### config.mk
export PLATFORM = sky130hd
export DESIGN_NAME = hsl_pixel_adjust_unit
export DESIGN_NICKNAME = d
export VERILOG_FILES = /design/src/sv/hpa_pkg.sv /design/src/sv/hsl_pixel_adjust_unit.sv /design/src/sv/hpa_front.sv /design/src/sv/hpa_queue.sv /design/src/sv/hpa_back.sv
export SDC_FILE = /design/constraint.sdc
export NUM_CORES = 2
export LEC_CHECK = 0
export BUFFER_PORTS_ARGS = -buffer_cell sky130_fd_sc_hd__buf_4
export CAP_MARGIN = 20
export CORE_ASPECT_RATIO = 0.5
export CORE_UTILIZATION = 45
export CTS_BUF_LIST = sky130_fd_sc_hd__clkbuf_2 sky130_fd_sc_hd__clkbuf_4 sky130_fd_sc_hd__clkbuf_8
export CTS_CLUSTER_SIZE = 30
export DETAILED_ROUTE_END_ITERATION = 12
export PLACE_DENSITY = 0.66
export SYNTH_ARGS = -nofsm -noshare
export SYNTH_HDL_FRONTEND = slang
export SYNTH_SLANG_ARGS = --single-unit
### constraint.sdc
create_clock -name clk -period 67 [get_ports clk]
set_input_delay 3.35 -clock clk [delete_from_list [all_inputs] [get_ports clk]]
set_output_delay 3.35 -clock clk [all_outputs]
set_load 0.05 [all_outputs]
### src/sv/hpa_pkg.sv
// Shared types, constants and arithmetic helpers for the HSL pixel adjust unit.
// No dependencies; every other file of the block refers to this package.
package hpa_pkg;

    // Depth of the queue between the front and the back part.
    localparam int QUEUE_DEPTH = 4;

    // One quotient bit is produced per divider stage.
    localparam int DIV_STEPS = 8;

    // Configuration register indexes.
    localparam logic [1:0] REG_HUE_OFFSET = 2'd0;
    localparam logic [1:0] REG_SAT_GAIN   = 2'd1;
    localparam logic [1:0] REG_LIGHT_GAIN = 2'd2;

    // Reset values of the configuration registers.
    localparam logic [8:0] HUE_OFFSET_RESET = 9'd0;
    localparam logic [9:0] GAIN_UNITY       = 10'd256;

    // Reciprocal of 15 scaled by two to the RECIP_SHIFT, rounded up.
    localparam logic [21:0] RECIP15     = 22'd2236963;
    localparam int          RECIP_SHIFT = 25;

    typedef struct packed {
        logic [7:0] blue_in;
        logic [7:0] green_in;
        logic [7:0] red_in;
        logic [7:0] alpha_in;
    } pixel_in_t;

    typedef struct packed {
        logic [7:0] blue_out;
        logic [7:0] green_out;
        logic [7:0] red_out;
        logic [7:0] alpha_out;
    } pixel_out_t;

    typedef struct packed {
        logic signed [8:0] hue_offset;
        logic [9:0]        saturation_gain;
        logic [9:0]        lightness_gain;
    } cfg_t;

    // Classified pixel as it leaves the front part.
    typedef struct packed {
        logic [12:0] hnum;   // magnitude of the hue numerator
        logic [7:0]  hden;   // hue divisor (chroma), 1 for grey
        logic        hneg;   // hue quotient is subtracted
        logic [7:0]  hbase;  // sector base of the hue
        logic [15:0] snum;   // saturation numerator
        logic [8:0]  sden;   // saturation divisor
        logic        szero;  // saturation is zero
        logic [7:0]  light;  // lightness
        logic [7:0]  alpha;
    } front_item_t;

    typedef struct packed {
        logic full;
        logic empty;
    } q_status_t;

    // One restoring division step: returns the new remainder and the quotient bit.
    function automatic logic [9:0] div_step(input logic [8:0] rem, input logic din,
                                            input logic [8:0] den);
        logic [9:0] t;
        logic [9:0] diff;
        t    = {rem, din};
        diff = t - {1'b0, den};
        if (t >= {1'b0, den})
        begin
            return {diff[8:0], 1'b1};
        end
        return {t[8:0], 1'b0};
    endfunction

    // Gain numerator: pushes x toward 255 above unity, toward 0 at or below it.
    function automatic logic [18:0] gain_mul(input logic [7:0] x, input logic [9:0] g);
        logic [9:0] gx;
        logic [7:0] inv;
        gx  = g - GAIN_UNITY;
        inv = 8'd255 - x;
        if (g > GAIN_UNITY)
        begin
            return 19'({x, 8'd0}) + 19'(gx) * 19'(inv);
        end
        return 19'(g) * 19'(x);
    endfunction

endpackage

### src/sv/hsl_pixel_adjust_unit.sv
// Throughput: one pixel per clock; the back pipeline advances unless a result waits unread.
// The 8-stage bit-per-stage divider for hue and saturation sets most of the latency.
// Reset (rst_n, asynchronous, active low) empties the queue and pipeline at once and
// sets hue_offset to 0 and both gains to 256; no clearing pass is needed.
// Top level: configuration registers, front part, queue and back pipeline; uses hpa_pkg.
module hsl_pixel_adjust_unit #(
    parameter int QUEUE_DEPTH = hpa_pkg::QUEUE_DEPTH
) (
    input  logic                 clk,
    input  logic                 rst_n,
    input  logic                 push,
    output logic                 full,
    input  hpa_pkg::pixel_in_t   item,
    output logic                 empty,
    input  logic                 pop,
    output hpa_pkg::pixel_out_t  result,
    input  logic                 cfg_valid,
    output logic                 cfg_ready,
    input  logic [1:0]           cfg_index,
    input  logic [9:0]           cfg_data
);

    hpa_pkg::cfg_t         cfg_reg, cfg_next;
    hpa_pkg::q_status_t    qst;
    hpa_pkg::front_item_t  q_wr, q_head;
    logic                  q_push, q_pop;

    // Configuration writes are always taken.
    assign cfg_ready = 1'b1;

    always_comb
    begin
        cfg_next = cfg_reg;
        if (cfg_valid)
        begin
            case (cfg_index)
                hpa_pkg::REG_HUE_OFFSET: cfg_next.hue_offset      = $signed(cfg_data[8:0]);
                hpa_pkg::REG_SAT_GAIN:   cfg_next.saturation_gain = cfg_data;
                hpa_pkg::REG_LIGHT_GAIN: cfg_next.lightness_gain  = cfg_data;
                default:                 cfg_next = cfg_reg;
            endcase
        end
    end

    always_ff @(posedge clk or negedge rst_n)
    begin
        if (!rst_n)
        begin
            cfg_reg.hue_offset      <= $signed(hpa_pkg::HUE_OFFSET_RESET);
            cfg_reg.saturation_gain <= hpa_pkg::GAIN_UNITY;
            cfg_reg.lightness_gain  <= hpa_pkg::GAIN_UNITY;
        end
        else
        begin
            cfg_reg <= cfg_next;
        end
    end

    hpa_front u_front (
        .clk    (clk),
        .rst_n  (rst_n),
        .push   (push),
        .full   (full),
        .item   (item),
        .qst    (qst),
        .q_push (q_push),
        .q_data (q_wr)
    );

    hpa_queue #(
        .DEPTH (QUEUE_DEPTH)
    ) u_queue (
        .clk     (clk),
        .rst_n   (rst_n),
        .push    (q_push),
        .wr_data (q_wr),
        .pop     (q_pop),
        .rd_data (q_head),
        .st      (qst)
    );

    hpa_back u_back (
        .clk    (clk),
        .rst_n  (rst_n),
        .cfg    (cfg_reg),
        .qst    (qst),
        .head   (q_head),
        .q_pop  (q_pop),
        .empty  (empty),
        .pop    (pop),
        .result (result)
    );

endmodule

### src/sv/hpa_front.sv
// Front part: takes pixels, finds max, min and sector, and sets up both divisions.
// Depends on hpa_pkg.
module hpa_front (
    input  logic                   clk,
    input  logic                   rst_n,
    input  logic                   push,
    output logic                   full,
    input  hpa_pkg::pixel_in_t     item,
    input  hpa_pkg::q_status_t     qst,
    output logic                   q_push,
    output hpa_pkg::front_item_t   q_data
);

    logic [7:0]            b, g, r;
    logic [7:0]            mx, mn, d, mag;
    logic [8:0]            sum9;
    logic                  accept;
    logic                  f_vld_reg, f_vld_next;
    hpa_pkg::front_item_t  cls;
    hpa_pkg::front_item_t  f_item_reg;

    assign b = item.blue_in;
    assign g = item.green_in;
    assign r = item.red_in;

    // Extremes and chroma.
    always_comb
    begin
        mx = b;
        mn = b;
        if (g > mx) mx = g;
        if (g < mn) mn = g;
        if (r > mx) mx = r;
        if (r < mn) mn = r;
        d    = mx - mn;
        sum9 = {1'b0, mx} + {1'b0, mn};
    end

    // Hue sector and the operands of both divisions.
    always_comb
    begin
        mag        = 8'd0;
        cls.hneg   = 1'b0;
        cls.hbase  = 8'd0;
        cls.hden   = 8'd1;
        if (d != 8'd0)
        begin
            cls.hden = d;
            if (mx == r)
            begin
                if (g >= b)
                begin
                    mag = g - b;
                end
                else
                begin
                    mag       = b - g;
                    cls.hneg  = 1'b1;
                    cls.hbase = 8'd180;
                end
            end
            else if (mx == g)
            begin
                cls.hbase = 8'd60;
                if (b >= r) mag = b - r;
                else
                begin
                    mag      = r - b;
                    cls.hneg = 1'b1;
                end
            end
            else
            begin
                cls.hbase = 8'd120;
                if (r >= g) mag = r - g;
                else
                begin
                    mag      = g - r;
                    cls.hneg = 1'b1;
                end
            end
        end
        cls.hnum  = 13'(mag) * 13'd30;
        cls.light = sum9[8:1];
        cls.szero = (sum9[8:1] == 8'd0) || (d == 8'd0);
        cls.sden  = (sum9[8:1] <= 8'd127) ? sum9 : (9'd510 - sum9);
        cls.snum  = 16'(d) * 16'd255;
        cls.alpha = item.alpha_in;
    end

    // The front register hands its item to the queue as soon as there is room.
    assign q_push     = f_vld_reg && !qst.full;
    assign full       = f_vld_reg && qst.full;
    assign accept     = push && !full;
    assign f_vld_next = accept || (f_vld_reg && !q_push);
    assign q_data     = f_item_reg;

    always_ff @(posedge clk or negedge rst_n)
    begin
        if (!rst_n)
        begin
            f_vld_reg <= 1'b0;
        end
        else
        begin
            f_vld_reg <= f_vld_next;
        end
    end

    always_ff @(posedge clk)
    begin
        if (accept)
        begin
            f_item_reg <= cls;
        end
    end

endmodule

### src/sv/hpa_queue.sv
// Short queue that decouples the front part from the back pipeline.
// Depends on hpa_pkg.
module hpa_queue #(
    parameter int DEPTH = hpa_pkg::QUEUE_DEPTH
) (
    input  logic                  clk,
    input  logic                  rst_n,
    input  logic                  push,
    input  hpa_pkg::front_item_t  wr_data,
    input  logic                  pop,
    output hpa_pkg::front_item_t  rd_data,
    output hpa_pkg::q_status_t    st
);

    localparam int PTR_W = (DEPTH > 1) ? $clog2(DEPTH) : 1;
    localparam int CNT_W = $clog2(DEPTH + 1);

    hpa_pkg::front_item_t  mem_reg [DEPTH];
    logic [PTR_W-1:0]      wr_ptr_reg, wr_ptr_next;
    logic [PTR_W-1:0]      rd_ptr_reg, rd_ptr_next;
    logic [CNT_W-1:0]      count_reg, count_next;
    logic                  do_push, do_pop;

    assign st.full  = (count_reg == CNT_W'(DEPTH));
    assign st.empty = (count_reg == '0);
    assign do_push  = push && !st.full;
    assign do_pop   = pop && !st.empty;
    assign rd_data  = mem_reg[rd_ptr_reg];

    // Pointer and fill count updates.
    always_comb
    begin
        wr_ptr_next = wr_ptr_reg;
        rd_ptr_next = rd_ptr_reg;
        count_next  = count_reg;
        if (do_push)
        begin
            wr_ptr_next = (wr_ptr_reg == PTR_W'(DEPTH - 1)) ? '0 : wr_ptr_reg + 1'b1;
        end
        if (do_pop)
        begin
            rd_ptr_next = (rd_ptr_reg == PTR_W'(DEPTH - 1)) ? '0 : rd_ptr_reg + 1'b1;
        end
        if (do_push && !do_pop)
        begin
            count_next = count_reg + 1'b1;
        end
        else if (do_pop && !do_push)
        begin
            count_next = count_reg - 1'b1;
        end
    end

    always_ff @(posedge clk or negedge rst_n)
    begin
        if (!rst_n)
        begin
            wr_ptr_reg <= '0;
            rd_ptr_reg <= '0;
            count_reg  <= '0;
        end
        else
        begin
            wr_ptr_reg <= wr_ptr_next;
            rd_ptr_reg <= rd_ptr_next;
            count_reg  <= count_next;
        end
    end

    // Storage.
    always_ff @(posedge clk)
    begin
        if (do_push)
        begin
            mem_reg[wr_ptr_reg] <= wr_data;
        end
    end

`ifndef ASSERT_OFF
    a_count_bound: assert property (@(posedge clk) disable iff (!rst_n)
        count_reg <= CNT_W'(DEPTH))
        else $error("queue fill count beyond depth");

    a_push_room: assert property (@(posedge clk) disable iff (!rst_n)
        push |-> !st.full)
        else $error("queue written while full");
`endif

endmodule

### src/sv/hpa_back.sv
// Back pipeline: hue and saturation dividers, hue shift, gains and HSL to BGR conversion.
// Depends on hpa_pkg.
module hpa_back (
    input  logic                  clk,
    input  logic                  rst_n,
    input  hpa_pkg::cfg_t         cfg,
    input  hpa_pkg::q_status_t    qst,
    input  hpa_pkg::front_item_t  head,
    output logic                  q_pop,
    output logic                  empty,
    input  logic                  pop,
    output hpa_pkg::pixel_out_t   result
);

    localparam int NSTAGE = hpa_pkg::DIV_STEPS + 7;

    typedef enum logic [1:0] {SEG_RISE, SEG_HIGH, SEG_FALL, SEG_LOW} seg_t;

    typedef struct packed {
        logic [8:0] hrem;
        logic [7:0] hbits;
        logic [7:0] hden;
        logic       hneg;
        logic [7:0] hbase;
        logic [8:0] srem;
        logic [7:0] sbits;
        logic [8:0] sden;
        logic       szero;
        logic [7:0] light;
        logic [7:0] alpha;
    } div_stage_t;

    logic [NSTAGE-1:0] vld_reg;
    logic              en;

    div_stage_t div_in  [hpa_pkg::DIV_STEPS];
    div_stage_t div_reg [hpa_pkg::DIV_STEPS];

    // Whole pipeline moves together; it stops only while a finished result waits.
    assign en    = !vld_reg[NSTAGE-1] || pop;
    assign q_pop = en && !qst.empty;
    assign empty = !vld_reg[NSTAGE-1];

    always_ff @(posedge clk or negedge rst_n)
    begin
        if (!rst_n)
        begin
            vld_reg <= '0;
        end
        else if (en)
        begin
            vld_reg <= {vld_reg[NSTAGE-2:0], !qst.empty};
        end
    end

    // Divider stages: one hue and one saturation quotient bit per stage.
    always_comb
    begin
        div_in[0].hrem  = {4'd0, head.hnum[12:8]};
        div_in[0].hbits = head.hnum[7:0];
        div_in[0].hden  = head.hden;
        div_in[0].hneg  = head.hneg;
        div_in[0].hbase = head.hbase;
        div_in[0].srem  = {1'b0, head.snum[15:8]};
        div_in[0].sbits = head.snum[7:0];
        div_in[0].sden  = head.sden;
        div_in[0].szero = head.szero;
        div_in[0].light = head.light;
        div_in[0].alpha = head.alpha;
        for (int i = 1; i < hpa_pkg::DIV_STEPS; i++)
        begin
            div_in[i] = div_reg[i-1];
        end
    end

    for (genvar gi = 0; gi < hpa_pkg::DIV_STEPS; gi++)
    begin : g_div
        logic [9:0] hstep, sstep;
        div_stage_t nxt;

        assign hstep = hpa_pkg::div_step(div_in[gi].hrem, div_in[gi].hbits[7],
                                         {1'b0, div_in[gi].hden});
        assign sstep = hpa_pkg::div_step(div_in[gi].srem, div_in[gi].sbits[7],
                                         div_in[gi].sden);

        always_comb
        begin
            nxt       = div_in[gi];
            nxt.hrem  = hstep[9:1];
            nxt.hbits = {div_in[gi].hbits[6:0], hstep[0]};
            nxt.srem  = sstep[9:1];
            nxt.sbits = {div_in[gi].sbits[6:0], sstep[0]};
        end

        always_ff @(posedge clk)
        begin
            if (en)
            begin
                div_reg[gi] <= nxt;
            end
        end
    end

    // Stage A: hue with offset wrapped into 0..179, gain products.
    div_stage_t          dq;
    logic signed [9:0]   hq_s, hval;
    logic signed [10:0]  hsum, hw1, hw2;
    logic [7:0]          sat;
    logic [7:0]          a_hue_reg;
    logic [18:0]         a_lprod_reg, a_sprod_reg;
    logic [7:0]          a_alpha_reg;

    function automatic logic signed [10:0] wrap180(input logic signed [10:0] v);
        if (v < 0)
        begin
            return v + 11'sd180;
        end
        if (v >= 11'sd180)
        begin
            return v - 11'sd180;
        end
        return v;
    endfunction

    always_comb
    begin
        dq   = div_reg[hpa_pkg::DIV_STEPS-1];
        hq_s = $signed({2'b00, dq.hbits});
        hval = $signed({2'b00, dq.hbase}) + (dq.hneg ? -hq_s : hq_s);
        hsum = $signed({hval[9], hval}) +
               $signed({{2{cfg.hue_offset[8]}}, cfg.hue_offset});
        hw1  = wrap180(hsum);
        hw2  = wrap180(hw1);
        sat  = dq.szero ? 8'd0 : dq.sbits;
    end

    always_ff @(posedge clk)
    begin
        if (en)
        begin
            a_hue_reg   <= hw2[7:0];
            a_lprod_reg <= hpa_pkg::gain_mul(dq.light, cfg.lightness_gain);
            a_sprod_reg <= hpa_pkg::gain_mul(sat, cfg.saturation_gain);
            a_alpha_reg <= dq.alpha;
        end
    end

    // Stage B: scale and clamp the adjusted lightness and saturation.
    logic [7:0] b_ls_reg, b_ss_reg, b_hue_reg, b_alpha_reg;

    always_ff @(posedge clk)
    begin
        if (en)
        begin
            b_ls_reg    <= (a_lprod_reg[18:8] > 11'd255) ? 8'd255 : a_lprod_reg[15:8];
            b_ss_reg    <= (a_sprod_reg[18:8] > 11'd255) ? 8'd255 : a_sprod_reg[15:8];
            b_hue_reg   <= a_hue_reg;
            b_alpha_reg <= a_alpha_reg;
        end
    end

    // Stage C: upper level of the back-conversion.
    logic [17:0] hi_w;
    logic [15:0] c_hi_reg;
    logic [7:0]  c_ls_reg, c_hue_reg, c_alpha_reg;
    logic        c_grey_reg;

    always_comb
    begin
        if (b_ls_reg < 8'd127)
        begin
            hi_w = 18'(b_ls_reg) * (18'(b_ss_reg) + 18'd255);
        end
        else
        begin
            hi_w = (18'(b_ls_reg) + 18'(b_ss_reg)) * 18'd255
                   - 18'(b_ls_reg) * 18'(b_ss_reg);
        end
    end

    always_ff @(posedge clk)
    begin
        if (en)
        begin
            c_hi_reg    <= hi_w[15:0];
            c_ls_reg    <= b_ls_reg;
            c_grey_reg  <= (b_ss_reg == 8'd0);
            c_hue_reg   <= b_hue_reg;
            c_alpha_reg <= b_alpha_reg;
        end
    end

    // Stage D: lower level, level spread, and the sector of each channel.
    logic [17:0]         l510;
    logic [17:0]         dh_w;
    logic [7:0]          chue [3];
    seg_t                seg_w [3];
    logic [4:0]          t_w [3];
    logic signed [17:0]  d_lo_reg;
    logic [15:0]         d_dh_reg, d_hi_reg;
    logic [7:0]          d_ls_reg, d_alpha_reg;
    logic                d_grey_reg;
    seg_t                d_seg_reg [3];
    logic [4:0]          d_t_reg [3];

    always_comb
    begin
        l510    = 18'(c_ls_reg) * 18'd510;
        dh_w    = 18'({c_hi_reg, 1'b0}) - l510;
        // Blue sits 60 below, red 60 above the shifted hue.
        chue[0] = (c_hue_reg < 8'd60) ? c_hue_reg + 8'd120 : c_hue_reg - 8'd60;
        chue[1] = c_hue_reg;
        chue[2] = (c_hue_reg >= 8'd120) ? c_hue_reg - 8'd120 : c_hue_reg + 8'd60;
        for (int k = 0; k < 3; k++)
        begin
            t_w[k] = 5'd0;
            if (chue[k] < 8'd30)
            begin
                seg_w[k] = SEG_RISE;
                t_w[k]   = chue[k][4:0];
            end
            else if (chue[k] < 8'd90)
            begin
                seg_w[k] = SEG_HIGH;
            end
            else if (chue[k] < 8'd120)
            begin
                seg_w[k] = SEG_FALL;
                t_w[k]   = 5'(8'd120 - chue[k]);
            end
            else
            begin
                seg_w[k] = SEG_LOW;
            end
        end
    end

    always_ff @(posedge clk)
    begin
        if (en)
        begin
            d_lo_reg    <= $signed(l510) - $signed({2'b00, c_hi_reg});
            d_dh_reg    <= dh_w[15:0];
            d_hi_reg    <= c_hi_reg;
            d_ls_reg    <= c_ls_reg;
            d_grey_reg  <= c_grey_reg;
            d_alpha_reg <= c_alpha_reg;
            for (int k = 0; k < 3; k++)
            begin
                d_seg_reg[k] <= seg_w[k];
                d_t_reg[k]   <= t_w[k];
            end
        end
    end

    // Stage E: spread times position within the ramp.
    logic signed [17:0]  e_lo_reg;
    logic [15:0]         e_hi_reg;
    logic [7:0]          e_ls_reg, e_alpha_reg;
    logic                e_grey_reg;
    seg_t                e_seg_reg [3];
    logic [20:0]         e_prod_reg [3];

    always_ff @(posedge clk)
    begin
        if (en)
        begin
            e_lo_reg    <= d_lo_reg;
            e_hi_reg    <= d_hi_reg;
            e_ls_reg    <= d_ls_reg;
            e_grey_reg  <= d_grey_reg;
            e_alpha_reg <= d_alpha_reg;
            for (int k = 0; k < 3; k++)
            begin
                e_seg_reg[k]  <= d_seg_reg[k];
                e_prod_reg[k] <= 21'(d_dh_reg) * 21'(d_t_reg[k]);
            end
        end
    end

    // Stage F: divide by 30 as a halving and a reciprocal multiply by 1/15.
    logic [41:0]         recip_w [3];
    logic signed [17:0]  f_lo_reg;
    logic [15:0]         f_hi_reg;
    logic [7:0]          f_ls_reg, f_alpha_reg;
    logic                f_grey_reg;
    seg_t                f_seg_reg [3];
    logic [15:0]         f_q_reg [3];

    always_comb
    begin
        for (int k = 0; k < 3; k++)
        begin
            recip_w[k] = 42'(e_prod_reg[k][20:1]) * 42'(hpa_pkg::RECIP15);
        end
    end

    always_ff @(posedge clk)
    begin
        if (en)
        begin
            f_lo_reg    <= e_lo_reg;
            f_hi_reg    <= e_hi_reg;
            f_ls_reg    <= e_ls_reg;
            f_grey_reg  <= e_grey_reg;
            f_alpha_reg <= e_alpha_reg;
            for (int k = 0; k < 3; k++)
            begin
                f_seg_reg[k] <= e_seg_reg[k];
                f_q_reg[k]   <= recip_w[k][hpa_pkg::RECIP_SHIFT +: 16];
            end
        end
    end

    // Stage G: channel level, floor at zero, divide by 255, output register.
    logic signed [17:0]  lvl [3];
    logic [15:0]         lvl_u [3];
    logic [16:0]         div255 [3];
    logic [7:0]          chan [3];
    hpa_pkg::pixel_out_t out_reg;

    always_comb
    begin
        for (int k = 0; k < 3; k++)
        begin
            case (f_seg_reg[k])
                SEG_RISE, SEG_FALL: lvl[k] = f_lo_reg + $signed({2'b00, f_q_reg[k]});
                SEG_HIGH:           lvl[k] = $signed({2'b00, f_hi_reg});
                SEG_LOW:            lvl[k] = f_lo_reg;
                default:            lvl[k] = f_lo_reg;
            endcase
            lvl_u[k]  = (lvl[k] < 0) ? 16'd0 : lvl[k][15:0];
            div255[k] = 17'(lvl_u[k]) + 17'(lvl_u[k][15:8]) + 17'd1;
            chan[k]   = f_grey_reg ? f_ls_reg : div255[k][15:8];
        end
    end

    always_ff @(posedge clk)
    begin
        if (en)
        begin
            out_reg.blue_out  <= chan[0];
            out_reg.green_out <= chan[1];
            out_reg.red_out   <= chan[2];
            out_reg.alpha_out <= f_alpha_reg;
        end
    end

    assign result = out_reg;

`ifndef ASSERT_OFF
    a_grey_equal: assert property (@(posedge clk) disable iff (!rst_n)
        (en && vld_reg[NSTAGE-2] && f_grey_reg) |=>
        (result.blue_out == result.green_out) && (result.green_out == result.red_out))
        else $error("grey pixel left with unequal channels");

    a_result_held: assert property (@(posedge clk) disable iff (!rst_n)
        (vld_reg[NSTAGE-1] && !pop) |=> (vld_reg[NSTAGE-1] && $stable(out_reg)))
        else $error("waiting result lost or changed");
`endif

endmodule
==> metrics.md <==
| Metric | Value |
|---|---|
| Final WL | `198 mm` |
| Number of synthesized flops with an enable pin | `1327` |
| Hpwl dp | `150 mm` |
| Worst min path class | `reg -> reg` |
| Sequential area share after synthesis | `40.5%` |
| Syn Area/Cell | `11.8 µm²` |
| Final period utilization | `19.0%` |
| Crit-path max cell delay | `0.64 ns` |
| FP Rows | `122` |
| Yosys top cell area share | `39.2%` |
| RSZ-0062 raised after global routing | `no` |
| FILL cells | `19800` |
| Critical-path maximum fanout | `26` |
| Vias in the first global route | `62900` |
| Die ar. | `228000 µm²` |
| Post-Syn Instances | `8619` |
| Die X | `674 µm` |
| CP endpoint kind | `flip-flop` |
| Top Ports | `84` |
| Max reg flops | `543` |
| Root buf cell | `clkbuf_8` |
| Global route total overflow | `0` |
| CTS sink cnt | `1379` |
| Die Ht | `338 µm` |
| Gr usage total | `17.6%` |
| Largest net degree at the start of global routing | `191` |
| Commonest cells post-synth | `1327 x edfxtp_1, 1287 x inv_1, 1284 x ha_1, 717 x fa_1, 511 x nand2_1` |
| Yosys cell types | `101` |
| Mapped Area | `102000 µm²` |
| Initial antenna violation count | `9` |
| Relative slew margins | `28.2%` |
| Synth area leaders | `edfxtp_1 39%, ha_1 16%, fa_1 14%, inv_1 4.8%, xnor2_1 2.7%` |
| Fmax | `78.6 MHz` |
| Via Count | `61200` |
| Core area | `223000 µm²` |
| Worst-path clk slew | `0.07 ns` |
| Period minus WS final | `12.72 ns` |
| CTS Buf Count | `206` |
| Initial Util | `45.6%` |
| Nets | `10800` |
| Most common cell in the netlist | `edfxtp_1` |
| Yosys top cell by area | `edfxtp_1` |
| GP Congestion | `0.898` |
| # Post-CTS Setup Buffers | `0` |
| Worst EP required | `67.66 ns` |
| Arr. time, crit path | `13.38 ns` |
| P&R area growth vs syn | `7.90%` |
| Final Hold Fails | `0` |
| Ys flop type | `edfxtp_1` |
| Cts repair resizes | `0` |
| Share of cells above drive strength 1 | `7.54%` |
| DRT Pass-1 Iters | `6` |
| Clock skew | `0.0678 ns` |
| Slowest cell on crit path | `o22ai_2` |
| Hold_buf cts | `0` |
| Via density | `5.15` |
| Slew Viols, Final | `0` |
| CTS Buffer Depth | `4` |
| Transition time of the tightest slew-check pin | `1.05 ns` |
| DRT iter0 DRCs | `3525` |
| Final setup violation count | `0` |
| CTS tree | `yes` |
| Crit path launch type | `input pin` |
| H-tree levels | `4` |
| Global-route wire length before repair | `325 mm` |
| Status | `finished, final reports clean` |
| Crit Path Class | `in -> reg` |
| Residual DRC | `0` |
| Antenna-violating nets left | `0` |
| Async S/R FF share, synth | `3.77%` |
| Dpl cells | `11500` |
| R2R setup slack | `58.80 ns` |
| Syn nets | `10700` |
| Worst skew pair latency | `0.94 ns` |
| Synth Register Bits | `1379` |
| Number of port buffers | `82` |
| Synth warnings | `0` |
| Max Cap Violations | `0` |
| WL/cell | `16.7 µm` |
| Setup TNS | `0 ns` |
| Non-Filler Instances | `11900` |
## per-stage QoR
step / hold slack, ns / setup slack (ns) / util [%] / cell area, µm²
after floorplan: 0.400 / 32.76 / - / 102000
after global placement: 0.400 / 53.45 / 47.4 / 106000
after detailed placement: 0.405 / 53.33 / 47.4 / 106000
after CTS: 0.369 / 54.33 / 49.2 / 110000
after global routing: 0.400 / 53.71 / 49.2 / 110000
final: 0.388 / 54.28 / 49.2 / 110000
## worst max-delay path: cells and delay by family
kind | cells | cell delay (ns)
AOI/OAI and AO/OA | 17 | 3.66
muxes | 2 | 0.93
adders and majority gates | 8 | 2.83
and+or+nand+nor | 6 | 1.54
xor gates and xnor gates | 3 | 0.72
buffers and inverters | 4 | 0.33
## metal layers
layer  global-route usage, %  vias up  routed length, µm
met5                       0        -                  7
met4                    4.29        2               4310
met3                    2.35      288               8040
met2                    30.4     1035              94500
met1                    23.5    29900              91100
li1                        -    30000                  -
## cell type report
class / instances / area, µm² / share of cell area [%]
multi-input combinational: 5752 / 54800 / 50.0
timing repair buffer: 128 / 986 / 0.900
antenna: 1 / 2.50 / 0.00228
clock buffer: 258 / 3250 / 2.97
tap: 2976 / 3720 / 3.40
inverter: 1291 / 4850 / 4.42
sequential: 1379 / 41200 / 37.6
clock inverter: 96 / 779 / 0.712
## layout by cell type (no fill, tap or decap), drive strengths merged, types with 53 or more instances in the layout
master,count
a211oi,75
o21ai,250
o21a,61
ha,1284
xor2,121
nor2b,153
nand3,78
nor2,414
buf,128
o21bai,56
xnor2,315
edfxtp,1327
mux2i,100
a21o,163
a21oi,355
clkbuf,258
nor3,79
mux2,94
nand2,512
mux4,63
nand2b,121
inv,1292
clkinv,77
and2,274
nand4,53
fa,717
## cells by family after synthesis
logic type	share of synthesized area, %
xor+xnor	3.76
buf+inv	5.53
fa+ha+maj	30.0
compound gates	7.77
flops	40.5
other cells	0.00369
mux	3.43
simple gates	9.02
## final timing paths
path | startpoint | endpoint | cells after the start
worst min-delay path | u_back.div_reg[1][51] | u_back.div_reg[1][128] | 0
worst max-delay path | item[21] | u_front.q_data[71] | 40
worst min register to register | u_back.div_reg[1][51] | u_back.div_reg[1][128] | 0
min in group asynchronous | rst_n | u_queue.rd_ptr_reg[1] | 1
max in group asynchronous | rst_n | cfg_reg[10] | 1
worst max register to register | u_back.b_ss_reg[0] | u_back.c_hi_reg[14] | 26
Power is not shown: default switching activity piles up to over one toggle a cycle in this logic, so the estimate is an artifact.
